File: config.mk
export PLATFORM = sky130hd
export DESIGN_NAME = wav_header_chunk_parser_top_flat
export DESIGN_NICKNAME = d
export VERILOG_FILES = /design/src/design/whcp_pkg.sv /design/src/design/whcp_if.sv /design/src/design/whcp_in_reg.sv /design/src/design/whcp_parser.sv /design/src/design/wav_header_chunk_parser_top.sv /design/src/flat_wrapper.sv
export SDC_FILE = /design/constraint.sdc
export NUM_CORES = 2
export LEC_CHECK = 0
export BUFFER_PORTS_ARGS = -buffer_cell sky130_fd_sc_hd__clkbuf_2
export CAP_MARGIN = 5
export CORE_MARGIN = 3
export CORE_UTILIZATION = 39
export CTS_BUF_LIST = sky130_fd_sc_hd__clkbuf_16
export CTS_CLUSTER_SIZE = 24
export DETAILED_ROUTE_END_ITERATION = 12
export GPL_TIMING_DRIVEN = 0
export SYNTH_ARGS = -nofsm -noshare
export SYNTH_HDL_FRONTEND = slang
export SYNTH_SLANG_ARGS = --single-unit
File: constraint.sdc
create_clock -name clk -period 16.05 [get_ports clk]
set_input_delay 0 -clock clk [delete_from_list [all_inputs] [get_ports clk]]
set_output_delay 0 -clock clk [all_outputs]
set_load 0.1 [all_outputs]
File: src/design/whcp_pkg.sv
`timescale 1ns / 1ps

package whcp_pkg;

    typedef enum logic [3:0] {
        ST_OK             = 4'd0,
        ST_SHORT_PREAMBLE = 4'd1,
        ST_NOT_WAVE       = 4'd2,
        ST_NO_HEADER      = 4'd3,
        ST_FMT_SMALL      = 4'd4,
        ST_FMT_SHORT      = 4'd5,
        ST_NOT_PCM        = 4'd6,
        ST_BAD_DEPTH      = 4'd7,
        ST_NO_FMT         = 4'd8
    } status_t;

    localparam logic [31:0] TAG_RIFF = 32'h5249_4646;
    localparam logic [31:0] TAG_WAVE = 32'h5741_5645;
    localparam logic [31:0] TAG_FMT  = 32'h666D_7420;
    localparam logic [31:0] TAG_DATA = 32'h6461_7461;

    localparam logic [15:0] FMT_PCM  = 16'd1;
    localparam logic [15:0] FMT_EXT  = 16'd65534;
    localparam logic [31:0] FMT_MIN  = 32'd16;

    localparam logic [15:0] BIT_DEPTH_RESET = 16'd32;

    localparam logic [4:0] PRE_LEN = 5'd12;
    localparam logic [4:0] HDR_LEN = 5'd8;
    localparam logic [4:0] FMT_LEN = 5'd16;

    typedef struct packed {
        logic [7:0] data_byte;
        logic       is_last;
    } beat_t;

endpackage

File: src/design/whcp_if.sv
`timescale 1ns / 1ps

interface whcp_in_if;
    logic       valid;
    logic       ready;
    logic [7:0] data_byte;
    logic       is_last;

    modport source (output valid, output data_byte, output is_last, input ready);
    modport sink   (input valid, input data_byte, input is_last, output ready);
endinterface

interface whcp_out_if #(
    parameter int POSITION_BITS = 40
);
    logic                     valid;
    logic                     ready;
    logic [3:0]               status;
    logic [15:0]              format_code;
    logic [15:0]              channel_count;
    logic [31:0]              sample_hz;
    logic [31:0]              bytes_per_sec;
    logic [15:0]              block_align;
    logic [15:0]              bits_per_sample;
    logic [31:0]              fmt_size;
    logic [31:0]              riff_size;
    logic [31:0]              data_size;
    logic [POSITION_BITS-1:0] payload_offset;

    modport source (
        output valid, input ready,
        output status, output format_code, output channel_count, output sample_hz,
        output bytes_per_sec, output block_align, output bits_per_sample, output fmt_size,
        output riff_size, output data_size, output payload_offset
    );
    modport sink (
        input valid, output ready,
        input status, input format_code, input channel_count, input sample_hz,
        input bytes_per_sec, input block_align, input bits_per_sample, input fmt_size,
        input riff_size, input data_size, input payload_offset
    );
endinterface

File: src/design/whcp_in_reg.sv
`timescale 1ns / 1ps

module whcp_in_reg (
    input  logic            clk,
    input  logic            rst_n,
    whcp_in_if.sink         in_ch,
    input  logic            take,
    output logic            beat_valid,
    output whcp_pkg::beat_t beat
);

    logic            valid_reg;
    whcp_pkg::beat_t beat_reg;

    // Refill in the same cycle the parser consumes the held beat
    assign in_ch.ready = !valid_reg || take;
    assign beat_valid  = valid_reg;
    assign beat        = beat_reg;

    always_ff @(posedge clk or negedge rst_n)
    begin
        if (!rst_n)
        begin
            valid_reg <= 1'b0;
        end
        else if (in_ch.ready)
        begin
            valid_reg <= in_ch.valid;
        end
    end

    always_ff @(posedge clk)
    begin
        if (in_ch.ready && in_ch.valid)
        begin
            beat_reg.data_byte <= in_ch.data_byte;
            beat_reg.is_last   <= in_ch.is_last;
        end
    end

endmodule

File: src/design/whcp_parser.sv
`timescale 1ns / 1ps

module whcp_parser #(
    parameter int POSITION_BITS = 40
) (
    input  logic            clk,
    input  logic            rst_n,
    input  logic            cfg_we,
    input  logic [15:0]     cfg_data,
    input  logic            beat_valid,
    input  whcp_pkg::beat_t beat,
    output logic            take,
    whcp_out_if.source      out_ch
);

    typedef enum logic [2:0] {
        PH_PRE,
        PH_HDR,
        PH_FMT,
        PH_SKIP,
        PH_DONE
    } phase_t;

    typedef struct packed {
        whcp_pkg::status_t status;
        logic [63:0]       fields;
        logic [63:0]       rates;
        logic [31:0]       fmt_size;
        logic [31:0]       riff_size;
        logic [31:0]       data_size;
    } result_t;

    phase_t                   phase_reg,   phase_next;
    logic [4:0]               cnt_reg,     cnt_next;
    logic [POSITION_BITS-1:0] pos_reg,     pos_next;
    logic [31:0]              tag_reg,     tag_next;
    logic [31:0]              len_reg,     len_next;
    logic [32:0]              skip_reg,    skip_next;
    logic [63:0]              fields_reg,  fields_next;
    logic [63:0]              rates_reg,   rates_next;
    logic [31:0]              fmt_len_reg, fmt_len_next;
    logic [31:0]              pre_reg,     pre_next;
    logic                     seen_reg,    seen_next;
    logic [15:0]              depth_reg;

    logic                     res_valid_reg;
    result_t                  res_reg,     res_next;
    logic [POSITION_BITS-1:0] offset_reg,  offset_next;

    logic                     fire;
    logic                     rearm;
    logic                     advance;
    logic [4:0]               cnt_inc;
    logic [7:0]               b;
    whcp_pkg::status_t        status;

    assign b       = beat.data_byte;
    assign cnt_inc = cnt_reg + 5'd1;

    always_comb
    begin
        phase_next   = phase_reg;
        cnt_next     = cnt_reg;
        pos_next     = pos_reg;
        tag_next     = tag_reg;
        len_next     = len_reg;
        skip_next    = skip_reg;
        fields_next  = fields_reg;
        rates_next   = rates_reg;
        fmt_len_next = fmt_len_reg;
        pre_next     = pre_reg;
        seen_next    = seen_reg;
        fire         = 1'b0;
        rearm        = 1'b0;
        status       = whcp_pkg::ST_OK;

        if (phase_reg != PH_DONE && pos_reg != {POSITION_BITS{1'b1}})
        begin
            pos_next = pos_reg + {{(POSITION_BITS-1){1'b0}}, 1'b1};
        end

        unique case (phase_reg)
            PH_PRE:
            begin
                if (cnt_reg < 5'd4)
                begin
                    tag_next = {tag_reg[23:0], b};
                end
                else if (cnt_reg < 5'd8)
                begin
                    pre_next[8*cnt_reg[1:0] +: 8] = b;
                end
                else
                begin
                    len_next = {len_reg[23:0], b};
                end
                cnt_next = cnt_inc;
                if (cnt_inc == whcp_pkg::PRE_LEN)
                begin
                    cnt_next = 5'd0;
                    if (tag_next == whcp_pkg::TAG_RIFF && len_next == whcp_pkg::TAG_WAVE)
                    begin
                        phase_next = PH_HDR;
                        tag_next   = '0;
                        len_next   = '0;
                    end
                    else
                    begin
                        fire   = 1'b1;
                        status = whcp_pkg::ST_NOT_WAVE;
                    end
                end
            end
            PH_HDR:
            begin
                if (cnt_reg < 5'd4)
                begin
                    tag_next = {tag_reg[23:0], b};
                end
                else if (cnt_reg == 5'd4)
                begin
                    len_next = {24'd0, b};
                end
                else
                begin
                    len_next[8*cnt_reg[1:0] +: 8] = b;
                end
                cnt_next = cnt_inc;
                if (cnt_inc == whcp_pkg::HDR_LEN)
                begin
                    cnt_next = 5'd0;
                    if (tag_next == whcp_pkg::TAG_FMT)
                    begin
                        fmt_len_next = len_next;
                        if (len_next < whcp_pkg::FMT_MIN)
                        begin
                            fire   = 1'b1;
                            status = whcp_pkg::ST_FMT_SMALL;
                        end
                        else
                        begin
                            phase_next  = PH_FMT;
                            fields_next = '0;
                            rates_next  = '0;
                        end
                    end
                    else if (tag_next == whcp_pkg::TAG_DATA)
                    begin
                        fire   = 1'b1;
                        status = seen_reg ? whcp_pkg::ST_OK : whcp_pkg::ST_NO_FMT;
                    end
                    else
                    begin
                        // Unknown chunk: skip its body plus the pad byte of an odd length
                        skip_next  = {1'b0, len_next} + {32'd0, len_next[0]};
                        phase_next = (skip_next != '0) ? PH_SKIP : PH_HDR;
                    end
                end
            end
            PH_FMT:
            begin
                // Bytes 0-3 and 12-15 land in the field word, 4-11 in the rate word
                if (cnt_reg[3] == cnt_reg[2])
                begin
                    fields_next[8*{cnt_reg[3], cnt_reg[1:0]} +: 8] = b;
                end
                else
                begin
                    rates_next[8*{~cnt_reg[2], cnt_reg[1:0]} +: 8] = b;
                end
                cnt_next = cnt_inc;
                if (cnt_inc == whcp_pkg::FMT_LEN)
                begin
                    cnt_next = 5'd0;
                    if (fields_next[15:0] != whcp_pkg::FMT_PCM &&
                        fields_next[15:0] != whcp_pkg::FMT_EXT)
                    begin
                        fire   = 1'b1;
                        status = whcp_pkg::ST_NOT_PCM;
                    end
                    else if (fields_next[63:48] != depth_reg)
                    begin
                        fire   = 1'b1;
                        status = whcp_pkg::ST_BAD_DEPTH;
                    end
                    else
                    begin
                        seen_next  = 1'b1;
                        skip_next  = {1'b0, fmt_len_reg - whcp_pkg::FMT_MIN};
                        phase_next = (skip_next != '0) ? PH_SKIP : PH_HDR;
                    end
                end
            end
            PH_SKIP:
            begin
                if (skip_reg != '0)
                begin
                    skip_next = skip_reg - 33'd1;
                end
                if (skip_next == '0)
                begin
                    phase_next = PH_HDR;
                end
            end
            PH_DONE:
            begin
                rearm = beat.is_last;
            end
            default:
            begin
                phase_next = PH_PRE;
            end
        endcase

        // Stream ended before a report
        if (!fire && beat.is_last && phase_reg != PH_DONE)
        begin
            fire = 1'b1;
            if (phase_next == PH_PRE)
            begin
                status = whcp_pkg::ST_SHORT_PREAMBLE;
            end
            else if (phase_next == PH_FMT)
            begin
                status = whcp_pkg::ST_FMT_SHORT;
            end
            else
            begin
                status = whcp_pkg::ST_NO_HEADER;
            end
        end

        if (fire)
        begin
            rearm = beat.is_last;
            if (!beat.is_last)
            begin
                phase_next = PH_DONE;
            end
        end
    end

    always_comb
    begin
        res_next.status    = status;
        res_next.fields    = fields_next;
        res_next.rates     = rates_next;
        res_next.fmt_size  = fmt_len_next;
        res_next.riff_size = pre_next;
        res_next.data_size = (status == whcp_pkg::ST_OK || status == whcp_pkg::ST_NO_FMT)
                             ? len_next : 32'd0;
        offset_next        = (status == whcp_pkg::ST_OK) ? pos_next : '0;
    end

    // Stall only when this beat reports while the previous report is still held
    assign advance = beat_valid && (!fire || !res_valid_reg || out_ch.ready);
    assign take    = advance;

    always_ff @(posedge clk or negedge rst_n)
    begin
        if (!rst_n)
        begin
            phase_reg     <= PH_PRE;
            cnt_reg       <= '0;
            pos_reg       <= '0;
            tag_reg       <= '0;
            len_reg       <= '0;
            skip_reg      <= '0;
            fields_reg    <= '0;
            rates_reg     <= '0;
            fmt_len_reg   <= '0;
            pre_reg       <= '0;
            seen_reg      <= 1'b0;
            depth_reg     <= whcp_pkg::BIT_DEPTH_RESET;
            res_valid_reg <= 1'b0;
            res_reg       <= '0;
            offset_reg    <= '0;
        end
        else
        begin
            if (cfg_we)
            begin
                depth_reg <= cfg_data;
            end

            if (advance && fire)
            begin
                res_valid_reg <= 1'b1;
                res_reg       <= res_next;
                offset_reg    <= offset_next;
            end
            else if (out_ch.ready)
            begin
                res_valid_reg <= 1'b0;
            end

            if (advance)
            begin
                if (rearm)
                begin
                    phase_reg   <= PH_PRE;
                    cnt_reg     <= '0;
                    pos_reg     <= '0;
                    tag_reg     <= '0;
                    len_reg     <= '0;
                    skip_reg    <= '0;
                    fields_reg  <= '0;
                    rates_reg   <= '0;
                    fmt_len_reg <= '0;
                    pre_reg     <= '0;
                    seen_reg    <= 1'b0;
                end
                else
                begin
                    phase_reg   <= phase_next;
                    cnt_reg     <= cnt_next;
                    pos_reg     <= pos_next;
                    tag_reg     <= tag_next;
                    len_reg     <= len_next;
                    skip_reg    <= skip_next;
                    fields_reg  <= fields_next;
                    rates_reg   <= rates_next;
                    fmt_len_reg <= fmt_len_next;
                    pre_reg     <= pre_next;
                    seen_reg    <= seen_next;
                end
            end
        end
    end

    assign out_ch.valid           = res_valid_reg;
    assign out_ch.status          = res_reg.status;
    assign out_ch.format_code     = res_reg.fields[15:0];
    assign out_ch.channel_count   = res_reg.fields[31:16];
    assign out_ch.block_align     = res_reg.fields[47:32];
    assign out_ch.bits_per_sample = res_reg.fields[63:48];
    assign out_ch.sample_hz       = res_reg.rates[31:0];
    assign out_ch.bytes_per_sec   = res_reg.rates[63:32];
    assign out_ch.fmt_size        = res_reg.fmt_size;
    assign out_ch.riff_size       = res_reg.riff_size;
    assign out_ch.data_size       = res_reg.data_size;
    assign out_ch.payload_offset  = offset_reg;

endmodule

File: src/design/wav_header_chunk_parser_top.sv
`timescale 1ns / 1ps

// WAV header parser: takes one file byte per beat and gives one report beat per file, when
// the data chunk header ends, when the header is found bad, or when a byte marked last comes
// first. A byte is accepted every cycle unless the input stalls; the whole per-byte step
// (counters, tag compares, fmt checks) is combinational logic between the input register and
// the report register, which holds the report once its byte has left the input register.
// Input stalls only while a report is held unread and the next byte would give another. The
// out channel interface must be built with the same POSITION_BITS as this block.

module wav_header_chunk_parser_top #(
    parameter int POSITION_BITS = 40
) (
    input  logic        clk,
    input  logic        rst_n,
    whcp_in_if.sink     in_ch,
    whcp_out_if.source  out_ch,
    input  logic        cfg_we,
    input  logic [15:0] cfg_data
);

    logic            take;
    logic            beat_valid;
    whcp_pkg::beat_t beat;

    whcp_in_reg u_in_reg (
        .clk        (clk),
        .rst_n      (rst_n),
        .in_ch      (in_ch),
        .take       (take),
        .beat_valid (beat_valid),
        .beat       (beat)
    );

    whcp_parser #(
        .POSITION_BITS (POSITION_BITS)
    ) u_parser (
        .clk        (clk),
        .rst_n      (rst_n),
        .cfg_we     (cfg_we),
        .cfg_data   (cfg_data),
        .beat_valid (beat_valid),
        .beat       (beat),
        .take       (take),
        .out_ch     (out_ch)
    );

endmodule

File: src/flat_wrapper.sv
// flat-port wrapper written by rule: the top's interface ports become plain ports
module wav_header_chunk_parser_top_flat 
#(
    parameter int POSITION_BITS = 40
)
  (clk, rst_n, cfg_we, cfg_data, in_ch_valid, in_ch_data_byte, in_ch_is_last, in_ch_ready, out_ch_valid, out_ch_ready, out_ch_status, out_ch_format_code, out_ch_channel_count, out_ch_sample_hz, out_ch_bytes_per_sec, out_ch_block_align, out_ch_bits_per_sample, out_ch_fmt_size, out_ch_riff_size, out_ch_data_size, out_ch_payload_offset);
  whcp_in_if in_ch_i ();
  whcp_out_if #(.POSITION_BITS(POSITION_BITS)) out_ch_i ();
  input  logic clk;
  input  logic rst_n;
  input  logic cfg_we;
  input  logic [15:0] cfg_data;
  input wire logic [$bits(in_ch_i.valid)-1:0] in_ch_valid;
  input wire logic [$bits(in_ch_i.data_byte)-1:0] in_ch_data_byte;
  input wire logic [$bits(in_ch_i.is_last)-1:0] in_ch_is_last;
  output wire logic [$bits(in_ch_i.ready)-1:0] in_ch_ready;
  output wire logic [$bits(out_ch_i.valid)-1:0] out_ch_valid;
  input wire logic [$bits(out_ch_i.ready)-1:0] out_ch_ready;
  output wire logic [$bits(out_ch_i.status)-1:0] out_ch_status;
  output wire logic [$bits(out_ch_i.format_code)-1:0] out_ch_format_code;
  output wire logic [$bits(out_ch_i.channel_count)-1:0] out_ch_channel_count;
  output wire logic [$bits(out_ch_i.sample_hz)-1:0] out_ch_sample_hz;
  output wire logic [$bits(out_ch_i.bytes_per_sec)-1:0] out_ch_bytes_per_sec;
  output wire logic [$bits(out_ch_i.block_align)-1:0] out_ch_block_align;
  output wire logic [$bits(out_ch_i.bits_per_sample)-1:0] out_ch_bits_per_sample;
  output wire logic [$bits(out_ch_i.fmt_size)-1:0] out_ch_fmt_size;
  output wire logic [$bits(out_ch_i.riff_size)-1:0] out_ch_riff_size;
  output wire logic [$bits(out_ch_i.data_size)-1:0] out_ch_data_size;
  output wire logic [$bits(out_ch_i.payload_offset)-1:0] out_ch_payload_offset;
  assign in_ch_i.valid = in_ch_valid;
  assign in_ch_i.data_byte = in_ch_data_byte;
  assign in_ch_i.is_last = in_ch_is_last;
  assign in_ch_ready = in_ch_i.ready;
  assign out_ch_valid = out_ch_i.valid;
  assign out_ch_i.ready = out_ch_ready;
  assign out_ch_status = out_ch_i.status;
  assign out_ch_format_code = out_ch_i.format_code;
  assign out_ch_channel_count = out_ch_i.channel_count;
  assign out_ch_sample_hz = out_ch_i.sample_hz;
  assign out_ch_bytes_per_sec = out_ch_i.bytes_per_sec;
  assign out_ch_block_align = out_ch_i.block_align;
  assign out_ch_bits_per_sample = out_ch_i.bits_per_sample;
  assign out_ch_fmt_size = out_ch_i.fmt_size;
  assign out_ch_riff_size = out_ch_i.riff_size;
  assign out_ch_data_size = out_ch_i.data_size;
  assign out_ch_payload_offset = out_ch_i.payload_offset;
  wav_header_chunk_parser_top #(.POSITION_BITS(POSITION_BITS)) u_core (.clk(clk), .rst_n(rst_n), .in_ch(in_ch_i), .out_ch(out_ch_i), .cfg_we(cfg_we), .cfg_data(cfg_data));
endmodule
==> summary.txt <==
Run
  – Total of max-cap violations: 0

Timing
  – Final clock skew: around 0.060 ns
  – Fraction of the cycle the final worst path needs: 0.5385
  – Max-slew violation count: 0
  – Setup repair after global routing missed its margin: false
  – Worst slew margin relative to its limit: 0.02925
  – Setup Total Neg Slack: 0 ns
  – Maximum frequency from static timing analysis: 0.1157 GHz
  – Final-report hold violation count: 0
  – Final critical delay including setup and external delays: between 8 and 9 ns
  – Final setup violation count: 0
  – Slew @ Worst Pin: between 1 and 1.5 ns

Finish
  – Net count reported at finish: approximately 4000
  – Filler Cell Count: ~8300
  – FF/Latch Area: between 15000 and 20000 um2
  – Area Growth Syn to Fin: 17.72%
  – Count of placed standard cells in the final layout, fillers left out: about 5200
  – Multi-input logic area: about 16000 um2
  – Ratio of cells with drive above 1 in the final layout: 0.1377

CTS
  – Clock tree from TritonCTS: built
  – Number of buffers inserted by post-CTS setup repair: 0
  – Longest Clk Path Bufs: 3
  – Count of clock tree sinks: 633
  – Number of buffers inserted during clock tree synthesis: 73
  – Clk slew on worst S/H paths: roughly 0.06 ns
  – H-tree levels: 3
  – Clk_lat worst skew: ~0.67 ns
  – Clock root cell: clkbuf_16

Logic synthesis
  – Mux contribution to synthesized area: 0.02784
  – Main flop type after synthesis: dfrtp_1
  – Number of warning messages in the yosys log: 0
  – Gate count after technology mapping: around 3600
  – Largest cells by area after synthesis: dfrtp_1 47%, nand2_1 6.1%, o21ai_0 5.6%
  – Post-synthesis share of cell area spent on xor and xnor gates: 0.03020
  – Top cell type's share of synthesized area: 0.4675
  – Library cell occupying the most area in the post-synthesis netlist: dfrtp_1
  – Number of enable-type register cells in the synthesized netlist: 9
  – Post-synthesis share of cell area spent on and, or, nand and nor gates: 0.1918
  – Seq/Total Area, Yosys: 0.4764
  – Post-synth design cell area: approximately 33000 um2
  – Compound-cell area share of the yosys netlist: 0.2283
  – Unique masters post-synth: 90
  – Library cell with the highest instance count after synthesis: dfrtp_1
  – Fraction of registers with async set or reset after synthesis: 0.9858
  – Synthesis-stage register bit count: between 600 and 700
  – Net count of the mapped netlist: around 3600
  – Most frequent cells after synthesis: 623 x dfrtp_1, 543 x nand2_1, 370 x o21ai_0
  – Synthesized-area fraction occupied by adder cells: 0.004877
  – Largest family of logic cells by synthesized area: compound AO/OA/AOI/OAI gates
  – Per-instance average area after synthesis: a little over 9 um2

Global route
  – Final global-route overflow total: 0
  – First-pass GRT wire length: just over 200000 um
  – Vias in the first global route: around 31000
  – Pin count of the biggest net entering global routing: about 100
  – Total Routing Usage GR: 0.3084
  – Initial antenna violation count: 2

Setup path
  – Worst Path Required: between 15 and 20 ns
  – Startpoint Class: flip-flop
  – Crit Reg-Reg Startpoint: u_core.u_parser.cnt_reg[0]
  – Largest driver fanout on the critical path: 10
  – CP endpoint kind: flip-flop
  – CP Cell Sequence: buf_2 -> buf_6 -> clkbuf_1 -> buf_2 -> inv_1 -> ha_1 -> buf_2 -> clkbuf_1 -> nor2_1 -> o211ai_1 -> o41ai_1 -> a21oi_1 -> a2bb2oi_1 -> nand3_1 -> o21ai_1 -> buf_2 -> clkbuf_1 -> buf_2 -> nand2_1 -> o21ai_0
  – CP most frequent cell: buf_2
  – Crit path largest cell delay: 1.09 ns
  – Start point of the critical path: u_core.u_parser.cnt_reg[0]
  – Register-to-register setup slack: ~7.4 ns
  – Destination of the worst register-to-register timing path: u_core.u_parser.out_ch.fmt_size[17]
  – Critical path capture point: u_core.u_parser.out_ch.fmt_size[17]
  – CP max-delay cell: o21ai_1
  – Worst setup path class: reg2reg
  – Number of cells on the worst reg-to-reg path: 20
  – Arrival time worst endpoint: about 9.2 ns

Place
  – Port Buf Inserts: between 200 and 300
  – Total instance count after detailed placement: 5024
  – Final weighted congestion of routability-driven global placement: 0.9807
  – Post-DP HPWL: approximately 100000 um

Floorplan
  – Die outline area: 89060 um2
  – Initial Utilization: 0.3960
  – Die Y: between 200 and 300 um
  – Die Width: 298.4 um
  – Core region area: around 84000 um2
  – Number of rows created at floorplan: about 110
  – Boundary pin count: 300

Detailed routing
  – Number of iterations in the first detailed-routing pass: 6
  – Number of design rule violations left after detail routing: 0
  – WL per Instance: between 20 and 30 um
  – Via-per-instance ratio: between 6 and 7
  – Vias: 32000
  – Count of routing violations after the opening detailed-route iteration: roughly 3800
  – Sum of routed wire length over all layers: 141000 um
  – Number of nets with antenna violations after detailed routing: 0

Pwr
  – Peak ir drop on the vdd network: 0.00008657 V
  – Power density over the cells: 108.8 nW/um2
  – Overall power of the completed layout: approximately 4300 uW
  – Static leakage: 0.01726 uW

Min path
  – Class of the tightest hold or removal check: in2reg

Run status
  – Run status: finished, final reports clean
## cells by family (layout without fill, tap and decap cells)
| family | Yosys count | in the layout |
|---|---|---|
| AO/OA/AOI/OAI | 1108 | 1108 |
| XOR/XNOR | 115 | 115 |
| adder cells (fa/ha/maj) | 13 | 13 |
| buffers and inverters | 323 | 798 |
| flip-flops | 633 | 633 |
| multiplexers | 90 | 90 |
| other | 0 | 2 |
| AND/OR/NAND/NOR | 1302 | 1302 |
## cells in the final DEF (no fill, tap or decap), types with 46 or more instances in the layout
master | synthesis | routed
mux2i_1 | 68 | 68
buf_2 | 65 | 65
nor2_1 | 201 | 201
xnor2_1 | 58 | 58
nand3_1 | 94 | 94
a22o_1 | 200 | 200
clkbuf_1 | 206 | 206
nand2_1 | 543 | 543
a21oi_1 | 113 | 113
clkbuf_16 | 0 | 73
o21ai_0 | 370 | 370
a22oi_1 | 127 | 127
clkbuf_2 | 0 | 297
nor3_1 | 79 | 78
dfrtp_1 | 623 | 623
xor2_1 | 57 | 57
and3_1 | 46 | 46
## metrics by stage
step	utilization	setup slack, ns	hold WS [ns]	instance area [um2]
2_1_floorplan	-	10.92	-0.2956	33350
3_3_place_gp	0.4305	-0.3363	0.1791	36260
3_5_place_dp	0.4332	7.885	-0.02930	36480
4_1_cts	0.4660	7.724	0.02067	39250
5_1_grt	0.4661	7.162	0.05343	39260
6_report	0.4662	7.407	0.05607	39260
## routing by layer
metal  vias to the layer above  global-route usage  share of wire
met4                         0              0.1614          0.061
met2                      1696              0.4847           0.45
met5                         -                   0              0
met3                       419             0.07316          0.092
met1                     15910              0.3956           0.39
li1                      13970                   -              -
## layout make-up
type / count / area share
multi-input combinational: 2628 / 0.4105
sequential: 633 / 0.4046
timing repair buffer: 343 / 0.05313
clock buffer: 73 / 0.04653
tap: 1134 / 0.03614
buffer: 295 / 0.03190
clock inverter: 59 / 0.01434
inverter: 28 / 0.002677
antenna: 2 / 0.0001275
## critical path: cells and delay by family (launching register included)
family	cells	cell delay, ns
adders and majority gates	1	0.37
and+or+nand+nor	3	1.28
buffers and inverters	10	3.61
DFF	1	0.50
AOI/OAI and AO/OA	6	2.71
## power breakdown
| group | switching, uW | internal, uW | total (uW) |
|---|---|---|---|
| Sequential | 54.1 | 1640 | 1700 |
| Clock | 728 | 955 | 1680 |
| Combinational | 652 | 239 | 891 |
## worst min-delay path by stage
stage,startpoint,to,slack [ns],cells past startpoint
final,in_ch_data_byte[4],u_core.u_in_reg.beat[5],0.06,2
after global routing,in_ch_data_byte[7],u_core.u_in_reg.beat[8],0.05,2
after CTS,in_ch_data_byte[6],u_core.u_in_reg.beat[7],0.02,2
after detailed placement,rst_n,u_core.u_parser.out_ch.fmt_size[15],-0.03,1
after global placement,in_ch_data_byte[1],u_core.u_in_reg.beat[2],0.18,1
after floorplan,rst_n,u_core.u_in_reg.beat_valid,-0.30,0
## what timing repair did
item,4_1_cts,5_1_grt
endpoints found under the hold margin,146,0
gates resized for setup,0,0
hold buffers,36,0
endpoints found under the setup margin,0,0
Note: power is estimated with default switching activity, not from simulation.
